<file path="src/rtl/rrd_pkg.sv">
package rrd_pkg;

  // result kinds
  localparam logic [1:0] KIND_PAYLOAD = 2'd0;
  localparam logic [1:0] KIND_ACCEPT  = 2'd1;
  localparam logic [1:0] KIND_REJECT  = 2'd2;

  // reject reasons
  localparam logic [2:0] ERR_NONE      = 3'd0;
  localparam logic [2:0] ERR_HEADER    = 3'd1;
  localparam logic [2:0] ERR_STATUS    = 3'd2;
  localparam logic [2:0] ERR_TRUNC_LEN = 3'd3;
  localparam logic [2:0] ERR_FIELD_SZ  = 3'd4;
  localparam logic [2:0] ERR_PAYLOAD   = 3'd5;

  localparam logic [31:0] MAX_FIELD_RESET = 32'd67108864;

  // command queue between parser and result stage
  localparam int QDEPTH = 4;
  localparam int QPTR_W = 2;
  localparam int QLVL_W = 3;

  typedef struct packed {
    logic [7:0]  data_byte;
    logic [31:0] record_bytes;
  } rrd_item_t;

  typedef struct packed {
    logic [1:0] kind;
    logic [1:0] field_index;
    logic [7:0] payload_byte;
    logic       success_flag;
    logic [2:0] fail_code;
    logic       last_result;
  } rrd_result_t;

  // one command per input byte that causes results: optional payload, optional verdict
  typedef struct packed {
    logic       has_data;
    logic [1:0] data_field;
    logic [7:0] data_byte;
    logic       has_verdict;
    logic       accept;
    logic       success;
    logic [2:0] err;
  } rrd_cmd_t;

  typedef struct packed {
    logic [QLVL_W-1:0] level;
    logic              full;
    logic              not_empty;
  } rrd_qstat_t;

  // record magic, byte by position
  function automatic logic [7:0] magic_byte(input logic [2:0] idx);
    logic [7:0] b;
    case (idx)
      3'd0:    b = 8'h4D;
      3'd1:    b = 8'h44;
      3'd2:    b = 8'h52;
      3'd3:    b = 8'h45;
      3'd4:    b = 8'h53;
      3'd5:    b = 8'h30;
      3'd6:    b = 8'h31;
      default: b = 8'h00;
    endcase
    return b;
  endfunction

endpackage

</file>
<file path="src/rtl/rrd_front.sv">
module rrd_front
  import rrd_pkg::*;
#(
  parameter int RECORD_LENGTH_BITS = 32
) (
  input  logic      clk,
  input  logic      rst,
  input  logic      push,
  input  logic      full,
  input  rrd_item_t item,
  input  logic      cfg_valid,
  input  logic [31:0] cfg_data,
  output logic      cmd_wr,
  output rrd_cmd_t  cmd
);

  localparam int LB = (RECORD_LENGTH_BITS < 32) ? RECORD_LENGTH_BITS : 32;

  typedef enum logic [5:0] {
    PH_START  = 6'b000001,
    PH_MAGIC  = 6'b000010,
    PH_STATUS = 6'b000100,
    PH_LEN    = 6'b001000,
    PH_DATA   = 6'b010000,
    PH_SKIP   = 6'b100000
  } phase_t;

  phase_t      phase, phase_next;
  logic [LB-1:0] bytes_left, bytes_left_next;
  logic [3:0]  sub_count, sub_count_next;
  logic [31:0] len_lo, len_lo_next;
  logic        len_hi, len_hi_next;
  logic [31:0] field_left, field_left_next;
  logic [1:0]  current_field, current_field_next;
  logic        status_seen, status_seen_next;
  logic        first_empty, first_empty_next;
  logic [31:0] max_field_bytes;

  logic          accept_in;
  logic [7:0]    byte_in;
  logic [LB-1:0] total;
  logic [32:0]   size;
  logic          do_reject, do_fdone, do_begin, bl_zero;
  logic [2:0]    rej_code;
  logic [31:0]   field_dec;

  assign accept_in = push && !full;
  assign byte_in   = item.data_byte;
  assign total     = item.record_bytes[LB-1:0];

  always_comb begin
    phase_next         = phase;
    bytes_left_next    = bytes_left;
    sub_count_next     = sub_count;
    len_lo_next        = len_lo;
    len_hi_next        = len_hi;
    field_left_next    = field_left;
    current_field_next = current_field;
    status_seen_next   = status_seen;
    first_empty_next   = first_empty;
    cmd                = '0;
    do_reject          = 1'b0;
    do_fdone           = 1'b0;
    do_begin           = 1'b0;
    rej_code           = ERR_NONE;
    size               = '0;
    field_dec          = field_left - 32'd1;

    // count down the record outside the first byte
    if (phase != PH_START && bytes_left != '0) begin
      bytes_left_next = bytes_left - LB'(1);
    end
    // bytes left after this byte is zero
    bl_zero = (phase == PH_START) ? (total <= LB'(1)) : (bytes_left < LB'(2));

    unique case (phase)
      PH_START: begin
        bytes_left_next    = (total != '0) ? total - LB'(1) : '0;
        current_field_next = 2'd0;
        first_empty_next   = 1'b0;
        status_seen_next   = 1'b0;
        if (total < LB'(9) || byte_in != magic_byte(3'd0)) begin
          do_reject = 1'b1;
          rej_code  = ERR_HEADER;
        end else begin
          phase_next     = PH_MAGIC;
          sub_count_next = 4'd1;
        end
      end
      PH_MAGIC: begin
        if (byte_in != magic_byte(sub_count[2:0])) begin
          do_reject = 1'b1;
          rej_code  = ERR_HEADER;
        end else begin
          sub_count_next = sub_count + 4'd1;
          if (sub_count == 4'd7) phase_next = PH_STATUS;
        end
      end
      PH_STATUS: begin
        if (byte_in > 8'd1) begin
          do_reject = 1'b1;
          rej_code  = ERR_STATUS;
        end else begin
          status_seen_next = byte_in[0];
          do_begin         = 1'b1;
        end
      end
      PH_LEN: begin
        // shift in big-endian, keep a sticky flag for anything above 32 bits
        len_lo_next    = {len_lo[23:0], byte_in};
        len_hi_next    = len_hi | (len_lo[31:24] != 8'd0);
        sub_count_next = sub_count + 4'd1;
        size           = {len_hi_next, len_lo_next};
        if (sub_count == 4'd7) begin
          if (size > {1'b0, max_field_bytes} ||
              ((bytes_left == '0) ? (size != 33'd0) : (size >= 33'(bytes_left)))) begin
            do_reject = 1'b1;
            rej_code  = ERR_FIELD_SZ;
          end else begin
            if (current_field == 2'd0) first_empty_next = (size == 33'd0);
            if (size == 33'd0) begin
              do_fdone = 1'b1;
            end else begin
              field_left_next = len_lo_next;
              phase_next      = PH_DATA;
            end
          end
        end
      end
      PH_DATA: begin
        cmd.has_data    = 1'b1;
        cmd.data_field  = current_field;
        cmd.data_byte   = byte_in;
        field_left_next = field_dec;
        if (field_dec == 32'd0) do_fdone = 1'b1;
      end
      PH_SKIP: begin
        if (bytes_left < LB'(2)) phase_next = PH_START;
      end
      default: begin
        phase_next = PH_START;
      end
    endcase

    // close a field: next length, or the record verdict
    if (do_fdone) begin
      if (current_field < 2'd2) begin
        current_field_next = current_field + 2'd1;
        do_begin           = 1'b1;
      end else if (first_empty || !bl_zero) begin
        do_reject = 1'b1;
        rej_code  = ERR_PAYLOAD;
      end else begin
        phase_next      = PH_START;
        cmd.has_verdict = 1'b1;
        cmd.accept      = 1'b1;
        cmd.success     = status_seen;
      end
    end

    // start a length, failing when fewer than eight bytes remain
    if (do_begin) begin
      if (bytes_left < LB'(9)) begin
        do_reject = 1'b1;
        rej_code  = ERR_TRUNC_LEN;
      end else begin
        phase_next     = PH_LEN;
        sub_count_next = 4'd0;
        len_lo_next    = '0;
        len_hi_next    = 1'b0;
      end
    end

    if (do_reject) begin
      cmd.has_verdict = 1'b1;
      cmd.accept      = 1'b0;
      cmd.err         = rej_code;
      phase_next      = bl_zero ? PH_START : PH_SKIP;
    end
  end

  assign cmd_wr = accept_in && (cmd.has_data || cmd.has_verdict);

  // advance parser state on each accepted beat
  always_ff @(posedge clk) begin
    if (rst) begin
      phase           <= PH_START;
      bytes_left      <= '0;
      sub_count       <= '0;
      len_lo          <= '0;
      len_hi          <= 1'b0;
      field_left      <= '0;
      current_field   <= '0;
      status_seen     <= 1'b0;
      first_empty     <= 1'b0;
      max_field_bytes <= MAX_FIELD_RESET;
    end else begin
      if (accept_in) begin
        phase         <= phase_next;
        bytes_left    <= bytes_left_next;
        sub_count     <= sub_count_next;
        len_lo        <= len_lo_next;
        len_hi        <= len_hi_next;
        field_left    <= field_left_next;
        current_field <= current_field_next;
        status_seen   <= status_seen_next;
        first_empty   <= first_empty_next;
      end
      if (cfg_valid) max_field_bytes <= cfg_data;
    end
  end

endmodule

</file>
<file path="src/rtl/rrd_queue.sv">
module rrd_queue
  import rrd_pkg::*;
(
  input  logic       clk,
  input  logic       rst,
  input  logic       wr,
  input  rrd_cmd_t   wr_cmd,
  input  logic       rd,
  output rrd_cmd_t   head,
  output rrd_qstat_t stat
);

  rrd_cmd_t          slots [QDEPTH];
  logic [QPTR_W-1:0] wr_ptr, rd_ptr;
  logic [QLVL_W-1:0] level;

  assign head           = slots[rd_ptr];
  assign stat.level     = level;
  assign stat.full      = (level == QLVL_W'(QDEPTH));
  assign stat.not_empty = (level != '0);

  // store commands
  always_ff @(posedge clk) begin
    if (wr) slots[wr_ptr] <= wr_cmd;
  end

  // advance pointers and fill level
  always_ff @(posedge clk) begin
    if (rst) begin
      wr_ptr <= '0;
      rd_ptr <= '0;
      level  <= '0;
    end else begin
      if (wr) wr_ptr <= wr_ptr + QPTR_W'(1);
      if (rd) rd_ptr <= rd_ptr + QPTR_W'(1);
      case ({wr, rd})
        2'b10:   level <= level + QLVL_W'(1);
        2'b01:   level <= level - QLVL_W'(1);
        default: level <= level;
      endcase
    end
  end

endmodule

</file>
<file path="src/rtl/rrd_back.sv">
module rrd_back
  import rrd_pkg::*;
(
  input  logic        clk,
  input  logic        rst,
  input  rrd_cmd_t    head,
  input  logic        q_not_empty,
  output logic        cmd_rd,
  input  logic        pop,
  output logic        empty,
  output rrd_result_t result
);

  rrd_result_t first_res, second_res, out_res, pend_res;
  logic        two_res, out_valid, pend_valid;

  // expand one command into one or two result beats
  always_comb begin
    second_res              = '0;
    second_res.kind         = head.accept ? KIND_ACCEPT : KIND_REJECT;
    second_res.success_flag = head.accept ? head.success : 1'b0;
    second_res.fail_code    = head.accept ? ERR_NONE : head.err;
    second_res.last_result  = 1'b1;
    two_res                 = head.has_data && head.has_verdict;
    if (head.has_data) begin
      first_res              = '0;
      first_res.kind         = KIND_PAYLOAD;
      first_res.field_index  = head.data_field;
      first_res.payload_byte = head.data_byte;
      first_res.last_result  = !head.has_verdict;
    end else begin
      first_res = second_res;
    end
  end

  assign cmd_rd = q_not_empty && !pend_valid && (!out_valid || pop);
  assign empty  = !out_valid;
  assign result = out_res;

  // load the output register, hold the verdict of a two-beat command behind it
  always_ff @(posedge clk) begin
    if (rst) begin
      out_valid  <= 1'b0;
      pend_valid <= 1'b0;
    end else if (cmd_rd) begin
      out_valid  <= 1'b1;
      out_res    <= first_res;
      pend_valid <= two_res;
      pend_res   <= second_res;
    end else if (out_valid && pop) begin
      if (pend_valid) begin
        out_res    <= pend_res;
        pend_valid <= 1'b0;
      end else begin
        out_valid <= 1'b0;
      end
    end
  end

endmodule

</file>
<file path="src/rtl/result_record_deframer.sv">
// Channel   Handshake            Payload        Beat taken when
// item      push / full          rrd_item_t     push & !full
// result    pop / empty          rrd_result_t   pop & !empty
// cfg       cfg_valid/cfg_ready  cfg_data[31:0] cfg_valid & cfg_ready
//
// One input byte is taken per cycle while the command queue (4 deep) has room.
// A result passes the command queue and then the output register to reach the
// ports; a byte ending a field with the verdict gives a payload, then the verdict.
// full rises only when the result side stalls long enough to fill the queue.
// rst is synchronous: parser back to record start, queue and outputs empty,
// max_field_bytes back to 64 MiB. cfg_ready is always high.
module result_record_deframer
  import rrd_pkg::*;
#(
  parameter int RECORD_LENGTH_BITS = 32
) (
  input  logic        clk,
  input  logic        rst,
  input  logic        push,
  output logic        full,
  input  rrd_item_t   item,
  output logic        empty,
  input  logic        pop,
  output rrd_result_t result,
  input  logic        cfg_valid,
  output logic        cfg_ready,
  input  logic [31:0] cfg_data
);

  logic       cmd_wr, cmd_rd;
  rrd_cmd_t   cmd, head;
  rrd_qstat_t qstat;

  assign full      = qstat.full;
  assign cfg_ready = 1'b1;

  // parse and classify bytes
  rrd_front #(
    .RECORD_LENGTH_BITS(RECORD_LENGTH_BITS)
  ) u_front (
    .clk      (clk),
    .rst      (rst),
    .push     (push),
    .full     (qstat.full),
    .item     (item),
    .cfg_valid(cfg_valid),
    .cfg_data (cfg_data),
    .cmd_wr   (cmd_wr),
    .cmd      (cmd)
  );

  // decouple parser from result stage
  rrd_queue u_queue (
    .clk   (clk),
    .rst   (rst),
    .wr    (cmd_wr),
    .wr_cmd(cmd),
    .rd    (cmd_rd),
    .head  (head),
    .stat  (qstat)
  );

  // present result beats
  rrd_back u_back (
    .clk        (clk),
    .rst        (rst),
    .head       (head),
    .q_not_empty(qstat.not_empty),
    .cmd_rd     (cmd_rd),
    .pop        (pop),
    .empty      (empty),
    .result     (result)
  );

  // a verdict always closes the results of its byte
  a_verdict_last: assert property (@(posedge clk) disable iff (rst)
    (!empty && result.kind != KIND_PAYLOAD) |-> result.last_result)
    else $error("verdict result not marked last");

  // an accept carries no error code
  a_accept_clean: assert property (@(posedge clk) disable iff (rst)
    (!empty && result.kind == KIND_ACCEPT) |-> (result.fail_code == ERR_NONE))
    else $error("accept result with error code");

  // never write a full queue
  a_no_overflow: assert property (@(posedge clk) disable iff (rst)
    cmd_wr |-> !qstat.full)
    else $error("command queue overflow");

  // a read only from a non-empty queue
  a_no_underflow: assert property (@(posedge clk) disable iff (rst)
    cmd_rd |-> qstat.not_empty)
    else $error("command queue underflow");

endmodule

</file>
<file path="config.mk">
export PLATFORM = sky130hd
export DESIGN_NAME = result_record_deframer
export DESIGN_NICKNAME = d
export VERILOG_FILES = /design/src/rtl/rrd_pkg.sv /design/src/rtl/rrd_front.sv /design/src/rtl/rrd_queue.sv /design/src/rtl/rrd_back.sv /design/src/rtl/result_record_deframer.sv
export SDC_FILE = /design/constraint.sdc
export NUM_CORES = 1
export LEC_CHECK = 0
export BUFFER_PORTS_ARGS = -buffer_cell sky130_fd_sc_hd__buf_2
export CORE_MARGIN = 4
export CORE_UTILIZATION = 30
export CTS_BUF_LIST = sky130_fd_sc_hd__clkbuf_4
export DETAILED_ROUTE_END_ITERATION = 8
export PLACE_DENSITY_LB_ADDON = 0.12
export SYNTH_ARGS = -nofsm -noshare
export SYNTH_HDL_FRONTEND = slang
export SYNTH_SLANG_ARGS = --single-unit
</file>
<file path="constraint.sdc">
create_clock -name clk -period 4.3 [get_ports clk]
set_input_delay 0.215 -clock clk [delete_from_list [all_inputs] [get_ports clk]]
set_output_delay 0.215 -clock clk [all_outputs]
set_load 0.005 [all_outputs]
</file>
==> impl_metrics.xml <==
<?xml version="1.0" encoding="UTF-8"?>
<metrics>
  <group name="job">
    <metric name="maxCapViolations" unit="">0</metric>
  </group>
  <group name="clock_network">
    <metric name="tritoncts" unit="">built</metric>
    <metric name="cts_buffer_depth" unit="">3</metric>
    <metric name="htree_num_levels" unit="">3</metric>
    <metric name="cts_num_sinks" unit="">245</metric>
    <metric name="clockRootBuffer" unit="">sky130_fd_sc_hd__clkbuf_4</metric>
    <metric name="numCtsBuffers" unit="">72</metric>
    <metric name="clock_latency" unit="ns">0.82</metric>
    <metric name="post-cts-setup-buffers" unit="">0</metric>
    <metric name="worst_setup_hold_path_clk_slew" unit="ns">0.06</metric>
  </group>
  <group name="global_route">
    <metric name="gr-usage-met3" unit="%">3.51</metric>
    <metric name="global_route.peak_usage_layer" unit="">met2</metric>
    <metric name="use_met1" unit="%">24.5</metric>
    <metric name="pin_count_of_the_biggest_net_entering_global_routing" unit="">70</metric>
    <metric name="grt_antenna_before_repair" unit="">2</metric>
    <metric name="grt_util_all_layers" unit="%">19.1</metric>
    <metric name="use_met2" unit="%">32.6</metric>
    <metric name="grt_pass1_vias" unit="">13700</metric>
    <metric name="global_route_wire_length_before_repair" unit="um">76800</metric>
    <metric name="globalRouteOverflowTotal" unit="">0</metric>
  </group>
  <group name="timing">
    <metric name="min_period" unit="ns">4.07</metric>
    <metric name="min_period_over_period" unit="%">94.5</metric>
    <metric name="setup_total_negative_slack" unit="ns">0</metric>
    <metric name="setup-violations-final" unit="">0</metric>
    <metric name="rsz0062_at_grt" unit="">false</metric>
    <metric name="tightest_slew" unit="ns">1.21</metric>
    <metric name="skew" unit="ns">0.0676</metric>
    <metric name="fmax" unit="GHz">0.246</metric>
    <metric name="report.final.hold_viol_count" unit="">0</metric>
    <metric name="timing.final.max_slew_violations" unit="">0</metric>
    <metric name="worst_slew_slack_as_a_fraction_of_its_limit" unit="%">19.2</metric>
  </group>
  <group name="routing">
    <metric name="route.detailed.drc" unit="">0</metric>
    <metric name="drt-initial-drc-count" unit="">813</metric>
    <metric name="vias" unit="">13500</metric>
    <metric name="route.detailed.wl_per_inst" unit="um">18.9</metric>
    <metric name="vias_per_cell" unit="">5.21</metric>
    <metric name="ant_nets" unit="">0</metric>
    <metric name="drt-pass1-iter-count" unit="">5</metric>
    <metric name="wl" unit="um">49000</metric>
  </group>
  <group name="final_layout">
    <metric name="layout-area-overhead-vs-synth" unit="%">26.1</metric>
    <metric name="postLayoutCellArea" unit="um2">18200</metric>
    <metric name="finalCoreUtilization" unit="%">38.1</metric>
    <metric name="fin_nets" unit="">2080</metric>
    <metric name="filler_cell_count" unit="">4941</metric>
    <metric name="instances_no_fill" unit="">2592</metric>
    <metric name="layout-drive-gt1-share" unit="%">19.7</metric>
  </group>
  <group name="die">
    <metric name="core_area" unit="um2">47600</metric>
    <metric name="floorplan.rows" unit="">80</metric>
    <metric name="floorplan.initialDensity" unit="%">30.2</metric>
    <metric name="floorplan.die.width" unit="um">227</metric>
    <metric name="die_footprint" unit="um2">51600</metric>
    <metric name="fp.dieH" unit="um">227</metric>
    <metric name="num_io_pins" unit="">97</metric>
  </group>
  <group name="logic_synthesis">
    <metric name="synth_common_cells" unit="">181 x sky130_fd_sc_hd__nand2_1, 161 x sky130_fd_sc_hd__nor2_1, 154 x sky130_fd_sc_hd__dfxtp_1</metric>
    <metric name="syn_nets" unit="">1800</metric>
    <metric name="mappedNetlistArea" unit="um2">14400</metric>
    <metric name="yosys.cell_count.top_type" unit="">sky130_fd_sc_hd__nand2_1</metric>
    <metric name="synthesized_area_per_cell" unit="um2">8.77</metric>
    <metric name="post_synth_main_area_contributors" unit="">sky130_fd_sc_hd__dfxtp_1 21%, sky130_fd_sc_hd__edfxtp_1 19%, sky130_fd_sc_hd__ha_1 6.9%, sky130_fd_sc_hd__nand2_1 4.7%, sky130_fd_sc_hd__a21oi_1 4.5%</metric>
    <metric name="synth.distinct_cells" unit="">92</metric>
    <metric name="yosys_most_used_dff" unit="">sky130_fd_sc_hd__dfxtp_1</metric>
    <metric name="ys_seq_elements" unit="">245</metric>
    <metric name="synth_seq_area_share" unit="%">40.4</metric>
    <metric name="synth_enable_flop_cells" unit="">91</metric>
    <metric name="synth_top_area_share" unit="%">21.4</metric>
    <metric name="synth-warning-count" unit="">0</metric>
    <metric name="yosys.area.top_type" unit="">sky130_fd_sc_hd__dfxtp_1</metric>
    <metric name="synth_async_sr_flop_share" unit="%">0</metric>
    <metric name="syn-instance-count" unit="">1642</metric>
  </group>
  <group name="power">
    <metric name="irDropWorstVdd" unit="V">0.000205</metric>
    <metric name="leakage" unit="nW">7.07</metric>
    <metric name="total_power" unit="mW">7.10</metric>
    <metric name="power_per_cell_area" unit="nW/um2">391</metric>
  </group>
  <group name="place">
    <metric name="placedInstanceArea" unit="um2">16200</metric>
    <metric name="dp_cells" unit="">2365</metric>
    <metric name="port-buffer-count" unit="">95</metric>
    <metric name="gp_routability_congestion" unit="">0.859</metric>
    <metric name="place_hpwl" unit="um">35100</metric>
  </group>
  <group name="worst_setup_path">
    <metric name="critPathKind" unit="">reg -&gt; reg</metric>
    <metric name="timing.critical_path.fanout_max" unit="">7</metric>
    <metric name="cp-start-kind" unit="">flop</metric>
    <metric name="path_cells" unit="">inv_1 -&gt; ha_1 -&gt; xor2_1 -&gt; or4b_2 -&gt; nor4_1 -&gt; and4_1 -&gt; nand4b_1 -&gt; or4_4 -&gt; a21oi_2 -&gt; o41a_4 -&gt; inv_1 -&gt; ha_2 -&gt; inv_1 -&gt; fa_2 -&gt; xor2_1 -&gt; or3_1 -&gt; a21oi_1</metric>
    <metric name="cp_common_cell" unit="">sky130_fd_sc_hd__inv_1</metric>
    <metric name="critical_path_arrival" unit="ns">4.76</metric>
    <metric name="timing.critical_path.slowest_stage_cell" unit="">sky130_fd_sc_hd__or4b_2</metric>
    <metric name="critical_path_required" unit="ns">5.00</metric>
    <metric name="crit_path_max_incr_delay" unit="ns">0.61</metric>
    <metric name="crit_path_end_kind" unit="">flop</metric>
  </group>
  <group name="status">
    <metric name="run_status" unit="">completed</metric>
  </group>
  <group name="min_path">
    <metric name="hold_path.class" unit="">in -&gt; reg</metric>
  </group>
</metrics>
==> critical path: cells and delay by family (launching register included) <==
| kind | cells | cell delay [ns] |
|---|---|---|
| compound gates | 3 | 0.51 |
| xor+xnor | 2 | 0.24 |
| fa+ha+maj | 3 | 0.60 |
| buf+inv | 3 | 0.20 |
| flops | 1 | 0.39 |
| simple gates | 6 | 2.00 |
==> worst paths after layout <==
check                                      from                                       end  slack [ns]  depth (start not counted)
max          u_front.field_left[1]$_SDFFE_PP0P_             u_queue.level[2]$_SDFFE_PP0P_        0.23                         17
min                                   cfg_valid  u_front.max_field_bytes[26]$_SDFFE_PP1P_        0.12                          3
max reg2reg  u_front.field_left[1]$_SDFFE_PP0P_             u_queue.level[2]$_SDFFE_PP0P_        0.23                         17
min reg2reg     u_front.len_lo[29]$_SDFFE_PP0P_           u_front.len_lo[29]$_SDFFE_PP0P_        0.46                          2
==> metal layers <==
layer  part of all wire [%]  wire length [um]  up-vias
met2                     48             23800      338
li1                       -                 -     6603
met3                    4.6              2270       81
met1                     44             21700     6481
met5                      0                 0        -
met4                    2.6              1280        0
==> flip-flops by register name, indices dropped and copies added, names as in the netlist, 3 cells and up, named ones only <==
| register | count |
|---|---|
| u_front.field_left | 32 |
| u_back.result | 17 |
| u_queue.level | 3 |
| u_front.sub_count | 4 |
| u_front.phase | 6 |
| u_front.max_field_bytes | 32 |
| u_queue.slots | 68 |
| u_back.pend_res | 6 |
| u_front.bytes_left | 32 |
| u_front.len_lo | 32 |
==> metrics by stage <==
step	worst slack [ns]	hold slack (ns)
after CTS	0.0158	0.0735
final	0.235	0.124
after global routing	0.0379	0.117
after floorplan	0.212	0.345
after global placement	0.125	0.444
after detailed placement	0.0899	0.453
==> what timing repair did <==
action | CTS | global route
hold buffers | 98 | 0
endpoints found under the hold margin | 107 | 0
resized for setup | 0 | 26
setup endpoints to repair | 0 | 2
==> cell usage in the layout, fill, tap and decap left out, types with 13 or more instances in the layout <==
cell type and n:
sky130_fd_sc_hd__dlygate4sd3_1 98, sky130_fd_sc_hd__nand4_1 19, sky130_fd_sc_hd__nor2_1 158, sky130_fd_sc_hd__xor2_1 20
sky130_fd_sc_hd__clkbuf_4 101, sky130_fd_sc_hd__mux4_2 17, sky130_fd_sc_hd__ha_1 75, sky130_fd_sc_hd__o21ai_0 105
sky130_fd_sc_hd__or3_1 20, sky130_fd_sc_hd__nand3_1 48, sky130_fd_sc_hd__edfxtp_1 91, sky130_fd_sc_hd__inv_1 91
sky130_fd_sc_hd__nor3_1 47, sky130_fd_sc_hd__and2_1 18, sky130_fd_sc_hd__a22oi_1 18, sky130_fd_sc_hd__buf_2 94
sky130_fd_sc_hd__o22ai_1 15, sky130_fd_sc_hd__nor4_1 38, sky130_fd_sc_hd__mux2i_1 34, sky130_fd_sc_hd__and3_1 15
sky130_fd_sc_hd__a21oi_1 126, sky130_fd_sc_hd__dfxtp_1 150, sky130_fd_sc_hd__xnor2_1 28, sky130_fd_sc_hd__nand2_1 181
sky130_fd_sc_hd__buf_4 101, sky130_fd_sc_hd__and4_1 13
==> power by group <==
group / internal, mW / leakage (nW) / switching (mW) / total (mW)
Sequential: 2.67 / 2.11 / 0.145 / 2.81
Combinational: 0.842 / 4.42 / 1.16 / 2.00
Clock: 1.21 / 0.545 / 1.08 / 2.29
Total: 4.72 / 7.07 / 2.38 / 7.10
==> cell families after synthesis <==
kind of cell | Yosys count | share of synthesized area [%]
multiplexers | 52 | 5.12
flip-flops | 245 | 40.4
XOR/XNOR | 49 | 3.03
other | 1 | 0.0260
AND/OR/NAND/NOR | 638 | 22.1
AO/OA/AOI/OAI | 393 | 17.3
adder cells (fa/ha/maj) | 81 | 7.09
buffers and inverters | 183 | 4.99
==> layout make-up <==
cell class,instances,area (um2),area share [%]
multi-input combinational,1214,8000,44.0
sequential,245,5820,32.0
timing repair buffer,298,2310,12.7
tap,615,769,4.23
clock buffer,101,758,4.17
inverter,91,342,1.88
clock inverter,23,158,0.868
antenna,5,12.5,0.0689
Power figures use the tool's default switching activity.
